## src/rtl/fir_filter_selectable_taps_top_assert.svh

```systemverilog
// Assertion macros shared by the FIR filter RTL.
// Each macro expects signals named clk and rst in the scope where it is used.
`ifndef FIR_FILTER_SELECTABLE_TAPS_TOP_ASSERT_SVH
`define FIR_FILTER_SELECTABLE_TAPS_TOP_ASSERT_SVH

// A property that must hold at every clock edge outside reset.
`define FST_ASSERT(lbl, prop) \
  lbl: assert property (@(posedge clk) disable iff (rst) (prop)) \
    else $error("fst assertion failed");

// A condition that must be followed in the next cycle by a consequence.
`define FST_ASSERT_NEXT(lbl, cond, nxt) \
  lbl: assert property (@(posedge clk) disable iff (rst) (cond) |=> (nxt)) \
    else $error("fst assertion failed");

`endif

```

## src/rtl/fst_pkg.sv

```systemverilog
// Shared constants, types and helper functions for the selectable-length FIR filter.
// Used by the channel interfaces and by every RTL module; depends on nothing.
package fst_pkg;

  localparam int SAMPLE_BITS = 16;
  localparam int MAX_TAPS    = 64;
  localparam int NUM_SETS    = 3;
  localparam int FRAC_BITS   = SAMPLE_BITS - 1;

  // Filter lengths of the three coefficient sets.
  localparam int SHORT_TAPS  = 16;
  localparam int MEDIUM_TAPS = 32;
  localparam int LONG_TAPS   = 64;

  localparam int TAP_IDX_W   = $clog2(MAX_TAPS);
  localparam int TAP_CNT_W   = $clog2(MAX_TAPS + 1);
  localparam int COEF_DEPTH  = NUM_SETS * MAX_TAPS;
  localparam int COEF_AW     = $clog2(COEF_DEPTH);
  localparam int PROD_W      = 2 * SAMPLE_BITS;
  localparam int ACC_W       = PROD_W + TAP_CNT_W;

  // Fixed field widths of the input beat.
  localparam int CMD_W       = 2;
  localparam int SEL_W       = 2;
  localparam int IDX_FIELD_W = 6;

  typedef logic signed [SAMPLE_BITS-1:0] sample_t;

  typedef enum logic [CMD_W-1:0] {
    CMD_FILTER = 2'd0,
    CMD_LOAD   = 2'd1,
    CMD_FILL   = 2'd2
  } cmd_t;

  typedef enum logic [SEL_W-1:0] {
    SET_SHORT  = 2'd0,
    SET_MEDIUM = 2'd1,
    SET_LONG   = 2'd2
  } coef_set_t;

  typedef enum logic [1:0] {
    ST_IDLE,
    ST_RUN,
    ST_DRAIN
  } state_t;

  // Control from the sequencer to the multiply-accumulate unit.
  typedef struct packed {
    logic start;
    logic issue_en;
    logic issue_last;
  } mac_ctrl_t;

  // Number of taps of a coefficient set, never more than the history holds.
  function automatic logic [TAP_CNT_W-1:0] set_length(input logic [SEL_W-1:0] set);
    int len;
    case (set)
      SET_SHORT:  len = SHORT_TAPS;
      SET_MEDIUM: len = MEDIUM_TAPS;
      default:    len = LONG_TAPS;
    endcase
    if (len > MAX_TAPS) len = MAX_TAPS;
    return TAP_CNT_W'(len);
  endfunction

endpackage

```

## src/rtl/fst_mac.sv

```systemverilog
// Shared multiply-accumulate unit: one tap per cycle, then round half up and saturate.
// Stages: RAM read, product register, accumulator. Depends on fst_pkg and the
// assertion header.
`include "fir_filter_selectable_taps_top_assert.svh"

module fst_mac (
  input  logic                clk,
  input  logic                rst,
  input  fst_pkg::mac_ctrl_t  ctrl,
  input  fst_pkg::sample_t    hist_data,
  input  fst_pkg::sample_t    coef_data,
  output logic                acc_ready,
  output fst_pkg::sample_t    result
);

  localparam logic signed [fst_pkg::ACC_W:0] SAT_HI =
    (fst_pkg::ACC_W + 1)'(2 ** (fst_pkg::SAMPLE_BITS - 1) - 1);
  localparam logic signed [fst_pkg::ACC_W:0] SAT_LO =
    (fst_pkg::ACC_W + 1)'(-(2 ** (fst_pkg::SAMPLE_BITS - 1)));
  localparam logic signed [fst_pkg::ACC_W:0] HALF_LSB =
    (fst_pkg::ACC_W + 1)'(2 ** (fst_pkg::FRAC_BITS - 1));

  logic                                 v1;
  logic                                 last1;
  logic                                 v2;
  logic                                 last2;
  logic signed [fst_pkg::PROD_W-1:0]    prod;
  logic signed [fst_pkg::ACC_W-1:0]     acc;
  logic signed [fst_pkg::ACC_W:0]       rounded;
  logic signed [fst_pkg::ACC_W:0]       shifted;

  // Valid and last flags follow the data through the read and product stages.
  always_ff @(posedge clk) begin
    if (rst) begin
      v1        <= 1'b0;
      last1     <= 1'b0;
      v2        <= 1'b0;
      last2     <= 1'b0;
      acc_ready <= 1'b0;
    end else begin
      v1    <= ctrl.issue_en;
      last1 <= ctrl.issue_last;
      v2    <= v1;
      last2 <= v1 && last1;
      if (ctrl.start) begin
        acc_ready <= 1'b0;
      end else if (v2 && last2) begin
        acc_ready <= 1'b1;
      end
    end
  end

  // Product register, then the wide accumulator.
  always_ff @(posedge clk) begin
    if (v1) begin
      prod <= hist_data * coef_data;
    end
    if (ctrl.start) begin
      acc <= '0;
    end else if (v2) begin
      acc <= acc + fst_pkg::ACC_W'(prod);
    end
  end

  // Round half up to Q1.15, then clamp to the sample range.
  always_comb begin
    rounded = (fst_pkg::ACC_W + 1)'(acc) + HALF_LSB;
    shifted = rounded >>> fst_pkg::FRAC_BITS;
    if (shifted > SAT_HI) begin
      result = SAT_HI[fst_pkg::SAMPLE_BITS-1:0];
    end else if (shifted < SAT_LO) begin
      result = SAT_LO[fst_pkg::SAMPLE_BITS-1:0];
    end else begin
      result = shifted[fst_pkg::SAMPLE_BITS-1:0];
    end
  end

  // The last tap leaving the product stage completes the sum.
  `FST_ASSERT_NEXT(a_mac_last_sets_ready, v2 && last2 && !ctrl.start, acc_ready)
  // A finished sum is only withdrawn by the start of the next sample.
  `FST_ASSERT(a_mac_ready_drop, $fell(acc_ready) |-> $past(ctrl.start))

endmodule

```

## config.mk

```make
export PLATFORM = sky130hd
export DESIGN_NAME = fst_mac
export DESIGN_NICKNAME = d
export VERILOG_FILES = /design/src/rtl/fst_pkg.sv /design/src/rtl/fst_mac.sv
export VERILOG_INCLUDE_DIRS = /design/src /design/src/rtl
export SDC_FILE = /design/constraint.sdc
export NUM_CORES = 1
export LEC_CHECK = 0
export ABC_CLOCK_PERIOD_IN_PS = 5700
export BUFFER_PORTS_ARGS = -buffer_cell sky130_fd_sc_hd__buf_2
export CAP_MARGIN = 20
export CORE_ASPECT_RATIO = 0.75
export CORE_MARGIN = 1.5
export CORE_UTILIZATION = 50
export DETAILED_ROUTE_END_ITERATION = 10
export MAX_ROUTING_LAYER = met4
export PLACE_DENSITY = 0.69
export SKIP_LAST_GASP = 1
export SLEW_MARGIN = 20
export SYNTH_ARGS = -nofsm -noshare
export SYNTH_HDL_FRONTEND = slang
export SYNTH_SLANG_ARGS = --single-unit
export TNS_END_PERCENT = 30
```

## constraint.sdc

```tcl
create_clock -name clk -period 5.7 [get_ports clk]
set_clock_uncertainty 0.05 [all_clocks]
set_input_delay 0.285 -clock clk [delete_from_list [all_inputs] [get_ports clk]]
set_output_delay 0.285 -clock clk [all_outputs]
set_load 0.02 [all_outputs]
```

# [Yosys cells after proc, flatten, opt, wreduce, memory -nomap -nowiden]
# Cells that the tools add are included.
# W data, S select, Z words.
[totals] memories=0 latch_bits=0 mem_bits_ro=0 ram_bits=0 regBits=76 inputBits=37
[classes] reduce_logical=3 bitwise=0 n_div=0 multipliers=1 addsub=2 n_eq_ne=0 n_lt_le_gt_ge=2 shift=0 n_mux=2
[op_table] operator="$add A39 B16 Y40 const B" n=1
[op_table] operator="$add A39 B32 Y39" n=1
[op_table] operator="$mul A16 B16 Y32" n=1
[op_table] operator="$mux W16" n=2
[op_table] operator="$gt A25 B16 Y1 const B" n=1
[op_table] operator="$lt A25 B16 Y1 const B" n=1
[op_table] operator="$logic_and A1 B1 Y1" n=2
[op_table] operator="$reduce_or A2 Y1" n=1

# [Depth between registers and ports, before layout]
[depth] word_depth=4 depth_mapped=25

# [Worst setup path before layout]
# Ideal clock, no wire load.
[synth_path] path_kind="input to register" from="input port coef_data[15]" to="register prod[31] in the netlist's numbering (data pin)" arrival_ns=5.814 path_buffers=1 path_slack_ns=-0.424 stages=22 cell_sequence="inv_1 -> clkbuf_1 -> nor2_1 -> fa_1 -> fa_1 -> fa_1 -> fa_1 -> fa_1 -> inv_1 -> fa_1 -> inv_1 -> ha_1 -> a21oi_1 -> o21bai_1 -> a21o_1 -> a211oi_1 -> o21ai_0 -> nand3_1 -> a21oi_1 -> or3_1 -> a21oi_1 -> xnor2_1"
[synth_between] elab_chain_len=1
[synth_rtl] item="start, declared" line_no="fst_mac.sv:11" source="input fst_pkg::sample_t coef_data,"
[synth_rtl] item="$mul A16 B16 Y32" line_no="fst_mac.sv:56" source="prod <= hist_data * coef_data;"
[synth_rtl] item="end signal, assigned" line_no="fst_mac.sv:56"
[synth_rtl] item="end, declared" line_no="fst_mac.sv:27" source="logic signed [fst_pkg::PROD_W-1:0] prod;"
# Every way passes these cells.
# A chain may end at the register's enable or synchronous reset.

# [Worst setup path in the final report]
[layout_path] from="input port hist_data[6]" to="register prod[31] in the netlist's numbering (data pin)"
[layout_between] elab_chain_len=1
[layout_rtl] item="start, declared" line_no="fst_mac.sv:10" source="input fst_pkg::sample_t hist_data,"
[layout_rtl] item="$mul A16 B16 Y32" line_no="fst_mac.sv:56"
# Every way passes these cells.

==> results.yml <==
outcome:
  outcome: "finished clean"
global_routing:
  antenna_found_initial: 1
  overflow: 0
  grt_pass1_vias: 12000
  grt_start_max_net_pins: 41
  grt_usage_pct: 23.3
  grt_pass1_wl_um: 55900
critical_path:
  crit_required_ns: 5.75
  cp_max_fo: 8
  crit_chain: "buf_6 > and2_4 > fa_1 > inv_2 > fa_1 > inv_2 > fa_1 > fa_1 > fa_1 > inv_2 > fa_1 > inv_2 > ha_4 > a21o_1 > a21o_1 > a21o_1 > a211oi_2 > o21ai_2 > nand3_2 > a21oi_2 > or3_4 > a21oi_2 > xnor2_1"
  crit_type: "primary input to flop"
  cp_num_buf_inv: 5
  slowest_delay_ns: 0.55
  startpoint_type: "primary input"
  endpoint_kind: "flop"
  crit_family: "adder cells"
  worstPathArrival_ns: 5.65
  cp_common_cell: "fa_1"
  slowest_stage: "fa_1"
timing:
  maxSlewHeadroom_pct: 48.8
  timing.fmax_ghz: 0.179
  period_needed_ns: 5.60
  drv_slew: 0
  fin_crit_sh_pct: 98.3
  hold_viol_final: 0
  rsz0062_at_grt: "yes"
  setup_viol: 0
  fin_setup_tns_ns: 0
  worst_pin_slew_ns: 0.767
synthesis:
  postSynthRegisterBits: 76
  netlist_area_mm2: 0.0147
  async_flop_share_pct: 0
  synth_top_cells_by_count: "328 x inv_1, 263 x fa_1, 160 x nand2_1, 131 x and2_1, 121 x ha_1"
  syn_nets: 2051
  ys_seq_area_share_pct: 12.5
  synth-edff-count: 32
  synth_cell_types: 62
  yosys.area.top_type: "fa_1"
  avgSynthCellArea_um2: 9.04
  synth.most_common_cell: "inv_1"
  syn_inst: 1630
  netlist.area_leader.share_pct: 35.7
  yosysWarnings: 0
  synthFlopType: "dfxtp_1"
  synth.area.top_cells: "fa_1 36%, ha_1 10%, inv_1 8.4%"
hold_path:
  hold_path.class: "primary input to flop"
clocking:
  clk_latency_ns: 0.34
  clock-sinks: 76
  cts-buffers-inserted: 9
  cts_hold_buf: 0
  cts_tree: "yes"
  clock_path_buffers: 2
  cts_max_level: 3
  cts-root-buf: "clkbuf_16"
  cts.clk_slew.worst_paths_ns: 0.06
route:
  wirelength_um: 31900
  vias: 11300
  via_per_inst: 5.12
  drc: 0
  ant_nets: 0
  first_iter_violations: 499
  drt_pass1_iterations: 5
  wire_per_inst_um: 14.5
floorplan:
  dieArea_mm2: 0.0305
  start_util_pct: 50.7
  die_h_um: 152
  placeableCoreArea_mm2: 0.0291
  io_pins: 54
  num_rows: 54
  die_w_um: 201
final_layout:
  areaGrowthSynthToFinish_pct: 17.2
  fillCellCount: 2542
  antennaDiodeCount: 0
  nets: 2223
  drive_gt1_share_pct: 17.4
place:
  place_congestion: 0.902
  dpl.hpwl_um: 27100
  portBuffers: 53
flow_run:
  max_cap_viol_count: 0
cells in the final DEF, fill, tap and decap left out, drive strengths merged, types with 3 or more instances in the layout:
cell type	Yosys	layout
ha	121	121
nor3	16	16
a211o	4	4
a211oi	10	10
dfxtp	44	44
mux2i	25	25
a31o	3	3
nand2b	14	14
xnor2	58	58
nor2	79	79
xor2	27	27
and2	131	131
nor2b	16	16
o21ai	51	51
nand4	8	8
clkbuf	42	19
a41oi	3	3
edfxtp	32	32
o22ai	3	3
a21o	30	30
and3	14	14
nand2	160	160
buf	3	202
o211ai	5	5
inv	328	327
o21bai	10	10
and4	3	3
o21a	5	5
a21oi	63	63
nand3	22	22
a31oi	8	8
fa	263	263
or3	3	3
what timing repair did:
action	in CTS	in global routing
buffers inserted	3	7
gates resized for setup	41	89
pin swaps	32	76
endpoints found under the setup margin	4	10
cloned	0	1
sequential cells by signal, summed over array words and instances, names as in the netlist:
register / cells
acc_ready: 1
v1: 1
last2: 1
acc: 39
prod: 32
v2: 1
last1: 1
final cells by class:
class	instances	area [um^2]	area share, %
clock buffer	15	248	1.43
inverter	328	1230	7.15
multi-input combinational	1181	11800	68.6
clock inverter	1	3.75	0.0217
sequential	76	1840	10.7
tap	392	490	2.84
timing repair buffer	206	1610	9.32
cells by family after synthesis:
family                   Yosys count  share of synthesized area [%]
AND/OR/NAND/NOR                  472                           15.8
adder cells (fa/ha/maj)          384                           46.0
buffers and inverters            373                           9.55
AO/OA/AOI/OAI                    213                           9.26
XOR/XNOR                          85                           5.05
flip-flops                        76                           12.5
multiplexers                      27                           1.85
stage by stage:
stage | cell area (um^2) | hold slack, ns | cells | util [%] | setup WS [ns]
2_1_floorplan | 14900 | 0.307 | 1630 | - | 0.00329
3_3_place_gp | 16500 | 0.362 | 2172 | 56.7 | -0.434
3_5_place_dp | 16500 | 0.365 | 2172 | 56.7 | -0.502
4_1_cts | 16900 | 0.0857 | 2191 | 58.2 | 0.000152
5_1_grt | 17300 | 0.0973 | 2199 | 59.4 | -0.0464
6_report | 17300 | 0.0902 | 2199 | 59.4 | 0.0988
metal layers:
metal	vias to the layer above	part of all wire, %	GRT usage (%)
met4	0	0.92	3.21
met5	-	0	-
met2	179	50	41.0
met1	5605	45	29.8
li1	5449	-	-
met3	24	3.9	3.10
path summary, 6_finish.rpt:
path                                    from  depth (start not counted)  slack [ns]       end
worst max-delay path            hist_data[6]                         23         0.1  prod[31]
worst min-delay path                     rst                          2        0.09        v1
worst max register to register        acc[0]                         13        2.20   acc[38]
worst min register to register         last1                          1        0.38     last2
Power is left out: the tool's default activity adds up to more than one toggle a clock period on the data nets, which glitch-free logic cannot reach.
