[config.mk]
export PLATFORM = sky130hd
export DESIGN_NAME = fst_hist
export DESIGN_NICKNAME = d
export VERILOG_FILES = /design/src/rtl/fst_pkg.sv /design/src/rtl/fst_hist.sv
export VERILOG_INCLUDE_DIRS = /design/src /design/src/rtl
export SDC_FILE = /design/constraint.sdc
export NUM_CORES = 1
export LEC_CHECK = 0
export BUFFER_PORTS_ARGS = -buffer_cell sky130_fd_sc_hd__buf_2
export CORE_MARGIN = 2
export CORE_UTILIZATION = 28
export CTS_CLUSTER_DIAMETER = 80
export DETAILED_ROUTE_END_ITERATION = 10
export PLACE_DENSITY = 0.4
export SETUP_SLACK_MARGIN = 0.02
export SLEW_MARGIN = 10
export SYNTH_ARGS = -nofsm -noshare
export SYNTH_HDL_FRONTEND = slang
export SYNTH_SLANG_ARGS = --single-unit
[constraint.sdc]
create_clock -name clk -period 9.15 [get_ports clk]
set_input_delay 2.2875 -clock clk [delete_from_list [all_inputs] [get_ports clk]]
set_output_delay 2.2875 -clock clk [all_outputs]
set_load 0.005 [all_outputs]
[src/rtl/fir_filter_selectable_taps_top_assert.svh]
// Assertion macros shared by the FIR filter RTL.
// Each macro expects signals named clk and rst in the scope where it is used.
`ifndef FIR_FILTER_SELECTABLE_TAPS_TOP_ASSERT_SVH
`define FIR_FILTER_SELECTABLE_TAPS_TOP_ASSERT_SVH

// A property that must hold at every clock edge outside reset.
`define FST_ASSERT(lbl, prop) \
  lbl: assert property (@(posedge clk) disable iff (rst) (prop)) \
    else $error("fst assertion failed");

// A condition that must be followed in the next cycle by a consequence.
`define FST_ASSERT_NEXT(lbl, cond, nxt) \
  lbl: assert property (@(posedge clk) disable iff (rst) (cond) |=> (nxt)) \
    else $error("fst assertion failed");

`endif

[src/rtl/fst_pkg.sv]
// Shared constants, types and helper functions for the selectable-length FIR filter.
// Used by the channel interfaces and by every RTL module; depends on nothing.
package fst_pkg;

  localparam int SAMPLE_BITS = 16;
  localparam int MAX_TAPS    = 64;
  localparam int NUM_SETS    = 3;
  localparam int FRAC_BITS   = SAMPLE_BITS - 1;

  // Filter lengths of the three coefficient sets.
  localparam int SHORT_TAPS  = 16;
  localparam int MEDIUM_TAPS = 32;
  localparam int LONG_TAPS   = 64;

  localparam int TAP_IDX_W   = $clog2(MAX_TAPS);
  localparam int TAP_CNT_W   = $clog2(MAX_TAPS + 1);
  localparam int COEF_DEPTH  = NUM_SETS * MAX_TAPS;
  localparam int COEF_AW     = $clog2(COEF_DEPTH);
  localparam int PROD_W      = 2 * SAMPLE_BITS;
  localparam int ACC_W       = PROD_W + TAP_CNT_W;

  // Fixed field widths of the input beat.
  localparam int CMD_W       = 2;
  localparam int SEL_W       = 2;
  localparam int IDX_FIELD_W = 6;

  typedef logic signed [SAMPLE_BITS-1:0] sample_t;

  typedef enum logic [CMD_W-1:0] {
    CMD_FILTER = 2'd0,
    CMD_LOAD   = 2'd1,
    CMD_FILL   = 2'd2
  } cmd_t;

  typedef enum logic [SEL_W-1:0] {
    SET_SHORT  = 2'd0,
    SET_MEDIUM = 2'd1,
    SET_LONG   = 2'd2
  } coef_set_t;

  typedef enum logic [1:0] {
    ST_IDLE,
    ST_RUN,
    ST_DRAIN
  } state_t;

  // Control from the sequencer to the multiply-accumulate unit.
  typedef struct packed {
    logic start;
    logic issue_en;
    logic issue_last;
  } mac_ctrl_t;

  // Number of taps of a coefficient set, never more than the history holds.
  function automatic logic [TAP_CNT_W-1:0] set_length(input logic [SEL_W-1:0] set);
    int len;
    case (set)
      SET_SHORT:  len = SHORT_TAPS;
      SET_MEDIUM: len = MEDIUM_TAPS;
      default:    len = LONG_TAPS;
    endcase
    if (len > MAX_TAPS) len = MAX_TAPS;
    return TAP_CNT_W'(len);
  endfunction

endpackage

[src/rtl/fst_hist.sv]
// Sample history: a circular buffer in a one-port-write, one-port-read RAM.
// Per-entry valid bits give the whole-buffer fill and clear without writing the RAM.
// Depends on fst_pkg and the assertion header.
`include "fir_filter_selectable_taps_top_assert.svh"

module fst_hist (
  input  logic                            clk,
  input  logic                            rst,
  input  logic                            push_en,
  input  fst_pkg::sample_t                push_data,
  input  logic                            clear_en,
  input  fst_pkg::sample_t                clear_data,
  input  logic                            rd_en,
  input  logic [fst_pkg::TAP_IDX_W-1:0]   rd_tap,
  output fst_pkg::sample_t                rd_data
);

  fst_pkg::sample_t                    mem [fst_pkg::MAX_TAPS];
  logic [fst_pkg::MAX_TAPS-1:0]        valid;
  logic [fst_pkg::TAP_IDX_W-1:0]       ptr;
  logic [fst_pkg::TAP_IDX_W-1:0]       ptr_next;
  logic [fst_pkg::TAP_IDX_W:0]         addr_sum;
  logic [fst_pkg::TAP_IDX_W-1:0]       rd_addr;
  fst_pkg::sample_t                    fill_val;
  fst_pkg::sample_t                    mem_q;
  logic                                vld_q;

  // The newest sample sits at ptr; a push steps ptr back by one with wrap.
  always_comb begin
    if (ptr == '0) begin
      ptr_next = fst_pkg::TAP_IDX_W'(fst_pkg::MAX_TAPS - 1);
    end else begin
      ptr_next = ptr - 1'b1;
    end
  end

  // Tap i of the history lives at ptr + i, modulo the buffer depth.
  always_comb begin
    addr_sum = {1'b0, ptr} + {1'b0, rd_tap};
    if (addr_sum >= (fst_pkg::TAP_IDX_W + 1)'(fst_pkg::MAX_TAPS)) begin
      addr_sum = addr_sum - (fst_pkg::TAP_IDX_W + 1)'(fst_pkg::MAX_TAPS);
    end
    rd_addr = addr_sum[fst_pkg::TAP_IDX_W-1:0];
  end

  // Pointer, valid bits and the value that unwritten entries read as.
  always_ff @(posedge clk) begin
    if (rst) begin
      ptr      <= '0;
      valid    <= '0;
      fill_val <= '0;
    end else if (clear_en) begin
      valid    <= '0;
      fill_val <= clear_data;
    end else if (push_en) begin
      ptr             <= ptr_next;
      valid[ptr_next] <= 1'b1;
    end
  end

  // History RAM with a registered read port.
  always_ff @(posedge clk) begin
    if (push_en) begin
      mem[ptr_next] <= push_data;
    end
    if (rd_en) begin
      mem_q <= mem[rd_addr];
      vld_q <= valid[rd_addr];
    end
  end

  assign rd_data = vld_q ? mem_q : fill_val;

  // A push only happens when the sequencer is idle, so it never meets a read.
  `FST_ASSERT(a_hist_no_push_during_read, !(push_en && rd_en))

endmodule

Word-level counts from Yosys, hierarchy flattened:

Memory sizes are Yosys's and may differ from the RTL's. A register that Yosys moved wholly into a read port is not among the register bits.
Cells that the tools add are included.
W data, S select, Z words.

* add/sub/neg operators: 3
* $mul: 0
* div/mod/pow operators: 0
* magnitude comparators: 4
* equal/unequal tests: 0
* shift-type cells: 0
* multiplexer cells: 9
* bitwise gates (word level): 2
* reduce and logical (&&, ||, !) cells: 4

Operators by type and width (count)
* $or A64 B64 Y64: 1
* $mux W16: 1
* $lt A6 B7 Y1 const B: 2
* $mux W6: 2
* $sub A6 B1 Y6 const B: 2
* $add A6 B6 Y7: 1
* $ge A7 B7 Y1 const B: 1
* $bmux W1 S6: 1
* $demux W1 S6: 1
* $ge A6 B1 Y1 const B: 1
* $logic_not A6 Y1: 1
* $mux W1: 4
* $reduce_and A2 Y1: 1
* $reduce_or A2 Y1: 1
* $logic_and A1 B1 Y1: 1
* $not A1 Y1: 1

* register bits: 87
* bits in latches: 0
* bits in writable memories: 1024
* bits in read-only memories: 0
* input bits: 43
* output and inout port bits: 16
* logic and storage cells: 27
* memories kept: 1

Memories
* mem: depth 64, width 16, rd ports 1, clocked after memory_dff 1, write ports 1, line fst_hist.sv:18 `fst_pkg::sample_t mem [fst_pkg::MAX_TAPS];`

Depth between registers and ports, before layout:

* word-level depth: 7
* depth in mapped cells: 13

Least setup slack after synthesis:

No wires, ideal clock.

* path kind: input-to-reg
* start point: input rd_tap[0] in the netlist's numbering
* end point: register mem_q[2] (read register of mem) (data pin)
* library setup time: 275 ps
* arrival time: 4577 ps
* required time: 8875 ps
* setup slack: 4298 ps
* cell stages on the path: 11
* path through: ha_1 inv_1 fa_1 buf_2 clkbuf_1 mux4_2 and2_1 a2111oi_0 a31oi_1 mux2i_1 mux2i_1

* longest elaborated chain between the ends: 3
* elaborated cells on any way between the ends: 4

Ends and longest elaborated chain
* start, declared: line fst_hist.sv:14 `input logic [fst_pkg::TAP_IDX_W-1:0] rd_tap,`
* $add A6 B6 Y7 *: line fst_hist.sv:39 `addr_sum = {1'b0, ptr} + {1'b0, rd_tap};`
* $sub A6 B1 Y6 or $ge A7 B7 Y1 (tied branches): line fst_hist.sv:41, fst_hist.sv:40
* $mux W6 *: line fst_hist.sv:40 `if (addr_sum >= (fst_pkg::TAP_IDX_W + 1)'(fst_pkg::MAX_TAPS)) begin`
* end, declared: line fst_hist.sv:25 `fst_pkg::sample_t mem_q;`

Mark *: on every way between the ends. The rest lies on a longest branch, timed or not.
A chain may end at the register's enable or synchronous reset.

Worst setup path in the final report:

* start point: input rd_tap[0] in the netlist's numbering
* end point: register mem_q[12] (read register of mem) (data pin)

Same word-level chain as after synthesis.

==> run metrics <==
status complete, but fails checks; failing checks max-capacitance violations; DIE HEIGHT 400 um; antenna violations before repair 5; pin count of the biggest net entering global routing 69; nets 2420; die area 160000 um2; CP max-delay cell fa_4; Max Cap Viol 1; most frequent CP cell mux2i_1; Gate power share 13.4%; Worst Path Arrival 7.38 ns; Worst slew margin 2.31%; CTS tree built; P_sw 3220 uW; Cell Area, Synth 43900 um2; wirelength, routed 131 mm; H-tree depth 4; worst hold stages 1; postcts setup bufs 0; Die Wd 400 um; Post-CTS Resized 0; FF+latch area 33000 um2; drt drc 0; pwr/cell area 241 nW/um2; WS Path Type in2reg; final setup fails 0; post-synthesis cell type count 40; Max VDD drop 161 uV; final count of hold timing violations 0; clk_skew 0.0254 ns; Critical Path Sink Type register; share of cells above drive strength 1 27.6%; worst slew pin tran 1.43 ns; crit-path max cell delay 1.25 ns; P&R area growth vs syn 17.0%; Post-DRT Antenna Nets 0; global-route wire length before repair 184 mm; sequential cell area fraction in the yosys report 75.1%; clk_lat worst skew 0.77 ns; DP Wirelength 76.0 mm; vias 22.3k; Total GRT Usage 16.6%; maximum clock path buffer count 3; Pleak 0.0162 uW; #FFs+latches synth 1127; sequential power share 46.8%; I/O Pins 59; minimum clock period 6.92 ns; top_reg_cell synth edfxtp_1; Mapped Cells 2179; CP required 9.61 ns; DR pass1 iterations 7; P_int 9180 uW; Final TNS setup 0 ns; crit path cell chain buf_2 -> ha_4 -> inv_1 -> fa_4 -> buf_4 -> mux4_2 -> and2_0 -> a2111oi_0 -> a31oi_1 -> mux2i_1 -> mux2i_1; number of DRC markers in iteration 0 1955; Warnings, synthesis 0; initial core utilization 28.1%; root buffer cell clkbuf_16; R2R cell count 10; core region area 156000 um2; syn_area_per_cell 20.2 um2; worst min-delay path class reg2reg; clock-pin slew on the worst setup and hold paths 0.06 ns; Fill cells 14.8k; drt wl/cell 29.0 um; power share of the clock group 39.9%; vias in the first global route 23.4k; fin crit share 75.6%; Sw Ratio 25.9%; Post-synth EDFFs 1041; Peak Freq 0.144 GHz; clock sinks 1127; multi-input logic area 10400 um2; Async SR Flop Fraction 0%; CTS Hold Bufs 0; RD Place Congestion 0.737; num rows 145; unrepaired setup endpoints after global routing false; routed vias/inst 4.93; Crit Path Max Fanout 38; gr ovfl total 0; Port Buf Inserts 58; Syn Nets 2230; startpoint type of the worst setup path primary input; Util after Layout 32.9%; Num CTS Buffers 130; fin. max-slew vios 0
## metal layers
metal | vias up | global-route usage [%] | share of wire, %
met3 | 175 | 3.55 | 6.0
met4 | 2 | 4.79 | 2.3
met5 | - | 0 | 0.0091
met1 | 12100 | 22.7 | 44
li1 | 9366 | - | -
met2 | 652 | 26.5 | 48
## stage by stage
stage / hold slack (ns) / instances / total power [uW] / instance area, um2 / setup slack (ns)
floorplan: 0.435 / 2179 / 6770 / 43900 / 4.30
global placement: 0.441 / 4292 / 7580 / 47300 / 1.61
detailed placement: 0.452 / 4295 / 7600 / 47300 / 1.64
CTS: 0.466 / 4525 / 12600 / 51400 / 2.46
global route: 0.471 / 4525 / 12900 / 51400 / 2.19
finish: 0.461 / 4530 / 12400 / 51400 / 2.23
## logic make-up (layout without fill, tap and decap cells)
| group | after synthesis | after routing | synth area share, % |
|---|---|---|---|
| compound gates | 217 | 217 | 3.67 |
| fa+ha+maj | 8 | 8 | 0.245 |
| simple gates | 327 | 327 | 3.33 |
| flops | 1127 | 1127 | 75.1 |
| other cells | 0 | 5 | 0 |
| buf+inv | 136 | 424 | 1.56 |
| xor+xnor | 7 | 7 | 0.174 |
| mux | 357 | 357 | 15.9 |
## placed cells by master, fill, tap and decap left out, types with 5 or more instances in the layout
cell and count:
mux2_2 16, and2_0 46, buf_12 8, nand3_1 6, o21a_1 64, nor2_2 18
a2111oi_0 61, a2111oi_1 7, mux4_2 272, inv_1 5, diode_2 5, buf_4 119
mux2i_1 69, a31oi_1 68, bufinv_16 6, clkbuf_1 30, clkinv_1 26, inv_6 9
buf_2 59, and2_1 24, nand2_1 146, clkbuf_16 133, clkinv_2 17, dfxtp_1 86
edfxtp_1 1041, ha_1 6, nor2_1 71
## synthesized netlist by cell type, drive strengths merged (2+ instances only)
cell type  count  share of area (%)
nor2          90               0.77
a31oi         68               0.97
o21ai          5              0.057
or3            3              0.043
nor2b          4              0.057
xor2           4              0.080
clkbuf        65               0.56
a21oi          3              0.034
edfxtp      1041                 71
mux4         272                 14
a21o           3              0.051
nand3          6              0.068
a211oi         3              0.051
xnor2          3              0.094
a21boi         2              0.034
mux2i         69                1.6
inv            6              0.051
nand2        146                1.2
and2          70                1.0
nand3b         3              0.051
a2111oi       68                1.4
dfxtp         86                3.9
ha             7               0.20
o21a          64                1.1
buf           65               0.95
mux2          16               0.41
## registers in the layout, summed over array words and instances (netlist names)
name      count
ptr           6
fill_val     16
vld_q         1
valid        64
mem_q        16
mem        1024
## power by group through the flow
stage	Clock, uW	Sequential, uW	Combinational [uW]
finish	4940	5800	1650
global route	5290	5800	1760
CTS	5090	5790	1700
detailed placement	0	5900	1700
global placement	0	5900	1680
floorplan	0	5850	919
## area by class of cell
type	count	area share [%]
antenna	5	0.0244
inverter	6	0.0438
clock buffer	167	6.81
tap	2058	5.01
sequential	1127	64.2
multi-input combinational	916	20.2
clock inverter	63	0.996
timing repair buffer	188	2.66
## path summary, 6_finish.rpt
check	from	end	slack, ns
max	rd_tap[0]	mem_q[12]	2.23
min	valid[44]	valid[44]	0.46
max reg2reg	ptr[0]	mem_q[12]	3.17
min reg2reg	valid[44]	valid[44]	0.46
## worst max-delay path, delay by kind of cell
kind	cells	cell delay (ns)
mux	3	1.42
simple gates	1	0.16
compound gates	2	1.48
fa+ha+maj	2	1.39
buf+inv	3	0.59
(Power assumes the default switching activity.)
