### src/rtl/fir_filter_selectable_taps_top_assert.svh
// Assertion macros shared by the FIR filter RTL.
// Each macro expects signals named clk and rst in the scope where it is used.
`ifndef FIR_FILTER_SELECTABLE_TAPS_TOP_ASSERT_SVH
`define FIR_FILTER_SELECTABLE_TAPS_TOP_ASSERT_SVH

// A property that must hold at every clock edge outside reset.
`define FST_ASSERT(lbl, prop) \
  lbl: assert property (@(posedge clk) disable iff (rst) (prop)) \
    else $error("fst assertion failed");

// A condition that must be followed in the next cycle by a consequence.
`define FST_ASSERT_NEXT(lbl, cond, nxt) \
  lbl: assert property (@(posedge clk) disable iff (rst) (cond) |=> (nxt)) \
    else $error("fst assertion failed");

`endif

### src/rtl/fst_pkg.sv
// Shared constants, types and helper functions for the selectable-length FIR filter.
// Used by the channel interfaces and by every RTL module; depends on nothing.
package fst_pkg;

  localparam int SAMPLE_BITS = 16;
  localparam int MAX_TAPS    = 64;
  localparam int NUM_SETS    = 3;
  localparam int FRAC_BITS   = SAMPLE_BITS - 1;

  // Filter lengths of the three coefficient sets.
  localparam int SHORT_TAPS  = 16;
  localparam int MEDIUM_TAPS = 32;
  localparam int LONG_TAPS   = 64;

  localparam int TAP_IDX_W   = $clog2(MAX_TAPS);
  localparam int TAP_CNT_W   = $clog2(MAX_TAPS + 1);
  localparam int COEF_DEPTH  = NUM_SETS * MAX_TAPS;
  localparam int COEF_AW     = $clog2(COEF_DEPTH);
  localparam int PROD_W      = 2 * SAMPLE_BITS;
  localparam int ACC_W       = PROD_W + TAP_CNT_W;

  // Fixed field widths of the input beat.
  localparam int CMD_W       = 2;
  localparam int SEL_W       = 2;
  localparam int IDX_FIELD_W = 6;

  typedef logic signed [SAMPLE_BITS-1:0] sample_t;

  typedef enum logic [CMD_W-1:0] {
    CMD_FILTER = 2'd0,
    CMD_LOAD   = 2'd1,
    CMD_FILL   = 2'd2
  } cmd_t;

  typedef enum logic [SEL_W-1:0] {
    SET_SHORT  = 2'd0,
    SET_MEDIUM = 2'd1,
    SET_LONG   = 2'd2
  } coef_set_t;

  typedef enum logic [1:0] {
    ST_IDLE,
    ST_RUN,
    ST_DRAIN
  } state_t;

  // Control from the sequencer to the multiply-accumulate unit.
  typedef struct packed {
    logic start;
    logic issue_en;
    logic issue_last;
  } mac_ctrl_t;

  // Number of taps of a coefficient set, never more than the history holds.
  function automatic logic [TAP_CNT_W-1:0] set_length(input logic [SEL_W-1:0] set);
    int len;
    case (set)
      SET_SHORT:  len = SHORT_TAPS;
      SET_MEDIUM: len = MEDIUM_TAPS;
      default:    len = LONG_TAPS;
    endcase
    if (len > MAX_TAPS) len = MAX_TAPS;
    return TAP_CNT_W'(len);
  endfunction

endpackage

### src/rtl/fst_coef.sv
// Coefficient store: the three tap-weight sets in one RAM, set s at s * MAX_TAPS.
// Valid bits make never-loaded weights read as zero from reset.
// Depends on fst_pkg.
module fst_coef (
  input  logic                              clk,
  input  logic                              rst,
  input  logic                              wr_en,
  input  logic [fst_pkg::SEL_W-1:0]         wr_set,
  input  logic [fst_pkg::IDX_FIELD_W-1:0]   wr_idx,
  input  fst_pkg::sample_t                  wr_data,
  input  logic                              rd_en,
  input  fst_pkg::coef_set_t                rd_set,
  input  logic [fst_pkg::TAP_IDX_W-1:0]     rd_tap,
  output fst_pkg::sample_t                  rd_data
);

  fst_pkg::sample_t                 mem [fst_pkg::COEF_DEPTH];
  logic [fst_pkg::COEF_DEPTH-1:0]   valid;
  logic                             wr_ok;
  logic [fst_pkg::COEF_AW-1:0]      wr_addr;
  logic [fst_pkg::COEF_AW-1:0]      rd_addr;
  fst_pkg::sample_t                 mem_q;
  logic                             vld_q;

  // Loads to an unknown set or past the set's length are dropped.
  always_comb begin
    wr_ok   = wr_en && (wr_set <= fst_pkg::SET_LONG) &&
              (int'(wr_idx) < int'(fst_pkg::set_length(wr_set)));
    wr_addr = fst_pkg::COEF_AW'(wr_set) * fst_pkg::COEF_AW'(fst_pkg::MAX_TAPS) +
              fst_pkg::COEF_AW'(wr_idx);
    rd_addr = fst_pkg::COEF_AW'(rd_set) * fst_pkg::COEF_AW'(fst_pkg::MAX_TAPS) +
              fst_pkg::COEF_AW'(rd_tap);
  end

  // Valid bits, cleared at reset.
  always_ff @(posedge clk) begin
    if (rst) begin
      valid <= '0;
    end else if (wr_ok) begin
      valid[wr_addr] <= 1'b1;
    end
  end

  // Weight RAM with a registered read port.
  always_ff @(posedge clk) begin
    if (wr_ok) begin
      mem[wr_addr] <= wr_data;
    end
    if (rd_en) begin
      mem_q <= mem[rd_addr];
      vld_q <= valid[rd_addr];
    end
  end

  assign rd_data = vld_q ? mem_q : '0;

endmodule

### config.mk
export PLATFORM = sky130hd
export DESIGN_NAME = fst_coef
export DESIGN_NICKNAME = d
export VERILOG_FILES = /design/src/rtl/fir_filter_selectable_taps_top_assert.svh /design/src/rtl/fst_pkg.sv /design/src/rtl/fst_coef.sv
export SDC_FILE = /design/constraint.sdc
export NUM_CORES = 2
export LEC_CHECK = 0
export BUFFER_PORTS_ARGS = -buffer_cell sky130_fd_sc_hd__buf_2
export CAP_MARGIN = 20
export CORE_MARGIN = 8
export CORE_UTILIZATION = 35
export DETAILED_ROUTE_END_ITERATION = 16
export PLACE_DENSITY = 0.55
export REMOVE_ABC_BUFFERS = 1
export SETUP_SLACK_MARGIN = 0.3
export SLEW_MARGIN = 20
export SYNTH_ARGS = -nofsm -noshare
export SYNTH_HDL_FRONTEND = slang
export SYNTH_SLANG_ARGS = --single-unit
export TNS_END_PERCENT = 1
### constraint.sdc
create_clock -name clk -period 3 [get_ports clk]
set_clock_uncertainty 0.2 [all_clocks]
set_input_delay 0.15 -clock clk [delete_from_list [all_inputs] [get_ports clk]]
set_output_delay 0.15 -clock clk [all_outputs]
set_load 0.05 [all_outputs]
### Word level (Yosys, flattened, before mapping)

Memory sizes are Yosys's and may differ from the RTL's. A register that Yosys moved wholly into a read port is not among the register bits.
Cells that the tools add are included.
Widths: inputs -> output; s select.

| cells by class | value |
|---|---|
| add/subtract/negate cells | 2 |
| order comparisons | 6 |
| eq/ne operators | 1 |
| multiplexer cells | 9 |
| bitwise gates (word level) | 1 |
| reduce and logical (&&, ||, !) cells | 4 |

Operators by type and width:

| cell | number |
|---|---|
| $or 192x192->192 | 1 |
| $gt 32x8->1 const B | 1 |
| $lt 8x9->1 const B | 2 |
| $add 8x6->8 | 2 |
| $mux 16 | 1 |
| $pmux 7 s2 | 1 |
| $bmux 1 s8 | 1 |
| $demux 1 s8 | 1 |
| $ge 8x1->1 const B | 1 |
| $lt 6x7->1 | 1 |
| $mux 7 | 1 |
| $mux 1 | 4 |
| $logic_and 1x1->1 | 3 |
| $eq 2x1->1 const B | 1 |
| $le 2x2->1 const B | 1 |
| $logic_not 2->1 | 1 |

| word-level totals | value |
|---|---|
| flip-flop bits (word level) | 193 |
| memory bits (writable) | 3,072 |
| input port bits | 36 |
| output and inout bits | 16 |
| logic and storage cells | 26 |
| memories kept | 1 |

Memory list:

| name | words | bits a word | read ports | clocked after memory_dff | wr ports | RTL line | RTL |
|---|---|---|---|---|---|---|---|
| mem | 192 | 16 | 1 | 1 | 1 | fst_coef.sv:17 | `fst_pkg::sample_t mem [fst_pkg::COEF_DEPTH];` |

### Logic depth before layout (Yosys ltp)

| depth | value |
|---|---|
| depth in word-level cells | 8 |
| mapped depth | 13 |
| mapped depth without buffers | 9 |

### Worst setup path before layout

OpenSTA, ideal clock, no wires.

| timing | value |
|---|---|
| path kind | input port to flip-flop |
| from | input port wr_set[1] (netlist bit) |
| to | memory mem[53][0] (netlist bit) (enable) |
| library setup time | 0.390 ns |
| data arrival time | 2.015 ns |
| setup slack | 0.395 ns |
| cell stages on the path | 8 |
| buffers on the path | 1 |
| cells stage by stage | nand2b_1 -> ha_1 -> nor2_1 -> nand2_1 -> a21oi_1 -> nand3_1 -> clkbuf_1 -> nor2_1 |

| on the way | value |
|---|---|
| word-level cells in the longest chain between the ends | 8 |
| elaborated cells on any way between the ends | 12 |

Ends and longest elaborated chain:

| what | RTL line | RTL |
|---|---|---|
| start, declared | fst_coef.sv:8 | `input logic [fst_pkg::SEL_W-1:0] wr_set,` |
| $eq 2x1->1 or $logic_not 2->1 (tied branches) | fst_pkg.sv:57 | `case (set)` |
| $pmux 7 s2 | fst_pkg.sv:57 |  |
| $gt 32x8->1 | fst_pkg.sv:62 | `if (len > MAX_TAPS) len = MAX_TAPS;` |
| $mux 7 | fst_pkg.sv:62 |  |
| $lt 6x7->1 | fst_coef.sv:28 | `(int'(wr_idx) < int'(fst_pkg::set_length(wr_set)));` |
| $logic_and 1x1->1 | fst_coef.sv:27 | `wr_ok = wr_en && (wr_set <= fst_pkg::SET_LONG) &&` |
| $mux 1 | fst_coef.sv:46 | `if (wr_ok) begin` |
| $mux 1 (not written as such) | fst_coef.sv:47 | `mem[wr_addr] <= wr_data;` |
| end, declared | fst_coef.sv:17 |  |

Parallel ways exist; a longest one is shown, timed or not.

==> flow_metrics.py <==
metrics = {
    "worst_setup_path": {
        "cp_data_arrival_time_ps": 3360,
        "worstSetupStartpointType": "register",
        "r2r_setup_slack_ps": 80,
        "end_kind": "register",
        "slowest_stage": "mux4_2",
        "crit_path_frequent_cell": "mux4_2",
        "crit_chain": "mux4_2, mux4_2, nand2_2, o31ai_4, buf_6, o41ai_4, buf_4, a311oi_2",
        "cp.required_ps": 3440,
        "cp_max_fo": 1,
        "max_stage_delay_ps": 550,
        "r2r_cells": 8,
        "timing.rr.start": "mem[10][2]",
        "path_class": "reg2reg",
        "reg2reg_to": "mem_q[2]",
    },
    "clock_network": {
        "numCtsBuffers": 348,
        "cts_max_level": 5,
        "cts_tree": "done",
        "cts_max_path_buffers": 4,
        "cts.sinks": 3281,
        "cts_root_buf": "clkbuf_16",
        "cts.clk_slew.worst_paths_ps": 60,
        "postCtsSetupBuffers": 0,
        "clock_latency_ps": 920,
    },
    "global_route": {
        "grt_usage_pct": 19.06,
        "grt_pass1_vias": 66760,
        "grt_overflow": 0,
        "antenna_found_initial": 24,
        "grt_pass1_wl_um": 522600,
        "grt.busiest_layer": "met2",
        "gr-usage-met3_pct": 2.669,
        "grtUsageMet1_pct": 26.22,
        "grt_max_degree": 193,
        "grtUsageMet2_pct": 31.25,
    },
    "floorplanning": {
        "dieArea_um2": 381400,
        "rows": 221,
        "start_util_pct": 35.05,
        "ios": 52,
        "fp.dieH_um": 617.6,
        "fp.dieW_um": 617.6,
        "fp.coreArea_um2": 361400,
    },
    "placed_design": {
        "port_buffers": 51,
        "place_congestion": 0.8273,
        "post-dp-hpwl_um": 238200,
        "pre_cts_slack_ps": -955.5,
    },
    "yosys": {
        "synthSimpleGateAreaFrac_pct": 2.930,
        "synth_top_area_share_pct": 73.23,
        "ys_seq_area_share_pct": 76.27,
        "synth_seq_cells": 3281,
        "synth_compound_area_share_pct": 2.883,
        "synth_area_um2": 126700,
        "synthAdderAreaFrac_pct": 0.009878,
        "synthMuxAreaShare_pct": 15.80,
        "synth-main-ff-cell": "edfxtp_1",
        "yosys_warnings": 0,
        "synth_top_family_by_area": "multiplexers",
        "synthArstFlopShare_pct": 0,
        "synth.distinct_cells": 69,
        "synthXorXnorAreaFrac_pct": 0,
        "synth_cells": 6070,
        "netlist_top_cells_area": "edfxtp_1, mux4_2, dfxtp_1, mux2i_1, nor2_1",
        "synth_area_per_cell_um2": 20.87,
        "yosysTopAreaCell": "edfxtp_1",
        "synth_enable_flop_cells": 3089,
    },
    "sta": {
        "setup_slack_ps": 81.38,
        "slew_violations": 0,
        "finalHoldViolCount": 0,
        "relSlewSlack_pct": 20.85,
        "fmax_ghz": 0.3426,
        "tightest_slew_ps": 1183,
        "grt_setup_unrepaired": "true",
        "fin_crit_sh_pct": 97.29,
        "setup_viol": 0,
        "min_period_ps": 2919,
    },
    "pwr": {
        "cellPowerDensity_nw_per_um2": 644.5,
        "p_leak_nw": 49.23,
        "ir_drop_uv": 461.7,
    },
    "finish": {
        "syn_to_final_growth_pct": 20.30,
        "fillers": 31310,
        "fin_util_pct": 42.16,
        "final_cell_mix": "edfxtp_1, mux4_2, buf_4, nor2_1, clkbuf_16",
        "mostFrequentLayoutCell": "edfxtp_1",
        "drive_gt1_share_pct": 32.07,
        "fin_nets": 7048,
    },
    "routing": {
        "dr.pass1.iters": 5,
        "wl_per_cell_um": 30.80,
        "via_count": 66070,
        "drtIter0Drc": 7595,
        "drc": 0,
        "viasPerCell": 5.455,
        "ant_nets": 0,
        "routed_wl_um": 373100,
    },
    "flow_run": {
        "drv_cap": 0,
    },
    "hold_path": {
        "hp-class": "in2reg",
        "holdPathStages": 2,
        "hold_start": "wr_data[6]",
        "hold_path_end": "mem[50][6]",
    },
    "outcome": {
        "status": "finished clean",
    },
}
[flip-flops by register name, indices dropped and copies added (netlist names)]
register and count:
mem 3072, mem_q 16, valid 192, vld_q 1
[kinds of logic (layout without fill, tap and decap cells)]
| kind of cell | count (synthesis) | in the layout |
|---|---|---|
| fa+ha+maj | 1 | 1 |
| flops | 3281 | 3281 |
| other cells | 0 | 15 |
| buf+inv | 358 | 1591 |
| mux | 1036 | 1036 |
| simple gates | 885 | 885 |
| compound gates | 509 | 509 |
[worst max-delay path: cells and delay by family (launching register included)]
kind / cells / cell delay [ps]
muxes: 2 / 1050
buffers and inverters: 2 / 330
and+or+nand+nor: 1 / 120
DFF: 1 / 380
AOI/OAI and AO/OA: 3 / 570
[worst max path at each step]
stage | cells after the start | startpoint | endpoint
4_1_cts | 8 | mem[10][2] | mem_q[2]
2_1_floorplan | 7 | rd_tap[4] | mem_q[7]
6_report | 8 | mem[10][2] | mem_q[2]
3_3_place_gp | 11 | rd_tap[0] | mem_q[3]
5_1_grt | 8 | mem[10][2] | mem_q[2]
3_5_place_dp | 11 | rd_tap[0] | mem_q[3]
[Yosys cell counts, drive strengths merged, types with 6 or more instances]
master,count
nor4,12
mux2,6
nor2,553
o21ai,27
nand3,32
a22oi,74
dfxtp,192
buf,219
a31oi,20
o21ba,24
nor2b,18
and2,23
nand4,7
a211oi,14
a221oi,11
nand2,146
mux4,755
o22ai,75
and3,11
o221ai,109
nor3,58
a21oi,102
edfxtp,3089
mux2i,275
a22o,14
clkbuf,135
a311oi,6
[per-stage QoR]
stage / cells / hold slack [ps] / instance area [um2] / total power (W) / TNS [ps]
2_1_floorplan: 5716 / 22.38 / 124000 / 0.05297 / -18320
3_3_place_gp: 11420 / 240.0 / 140600 / 0.05673 / -8829
3_5_place_dp: 11420 / 251.6 / 140600 / 0.05680 / -8956
4_1_cts: 12100 / 11.84 / 152300 / 0.09891 / 0
5_1_grt: 12100 / 65.92 / 152400 / 0.1008 / 0
6_report: 12110 / 64.70 / 152400 / 0.09821 / 0
[routing by layer]
layer	routed length [um]	share of wire [%]
met1	154900	42
met2	178500	48
met3	25260	6.8
met4	14350	3.8
met5	13	0.0035
[report_power, final]
group          switching, W  internal (W)
Clock                0.0179        0.0245
Sequential        0.0000304        0.0501
Combinational       0.00355       0.00217
Total                0.0215        0.0768
[cell type report]
cell class,count,area (um2),share of cell area [%]
antenna,15,37.54,0.02463
clock buffer,466,9544,6.263
clock inverter,176,1674,1.099
inverter,4,30.03,0.01971
multi-input combinational,2431,27990,18.37
sequential,3281,96600,63.40
tap,4794,5998,3.936
timing repair buffer,945,10500,6.890
[repair_timing]
action / 4_1_cts / 5_1_grt
pin swaps: 0 / 3
gates resized for setup: 8 / 12
hold buffers: 35 / 0
setup endpoints to repair: 22 / 21
hold endpoints to repair: 3622 / 0
Power figures use the tool's default switching activity.
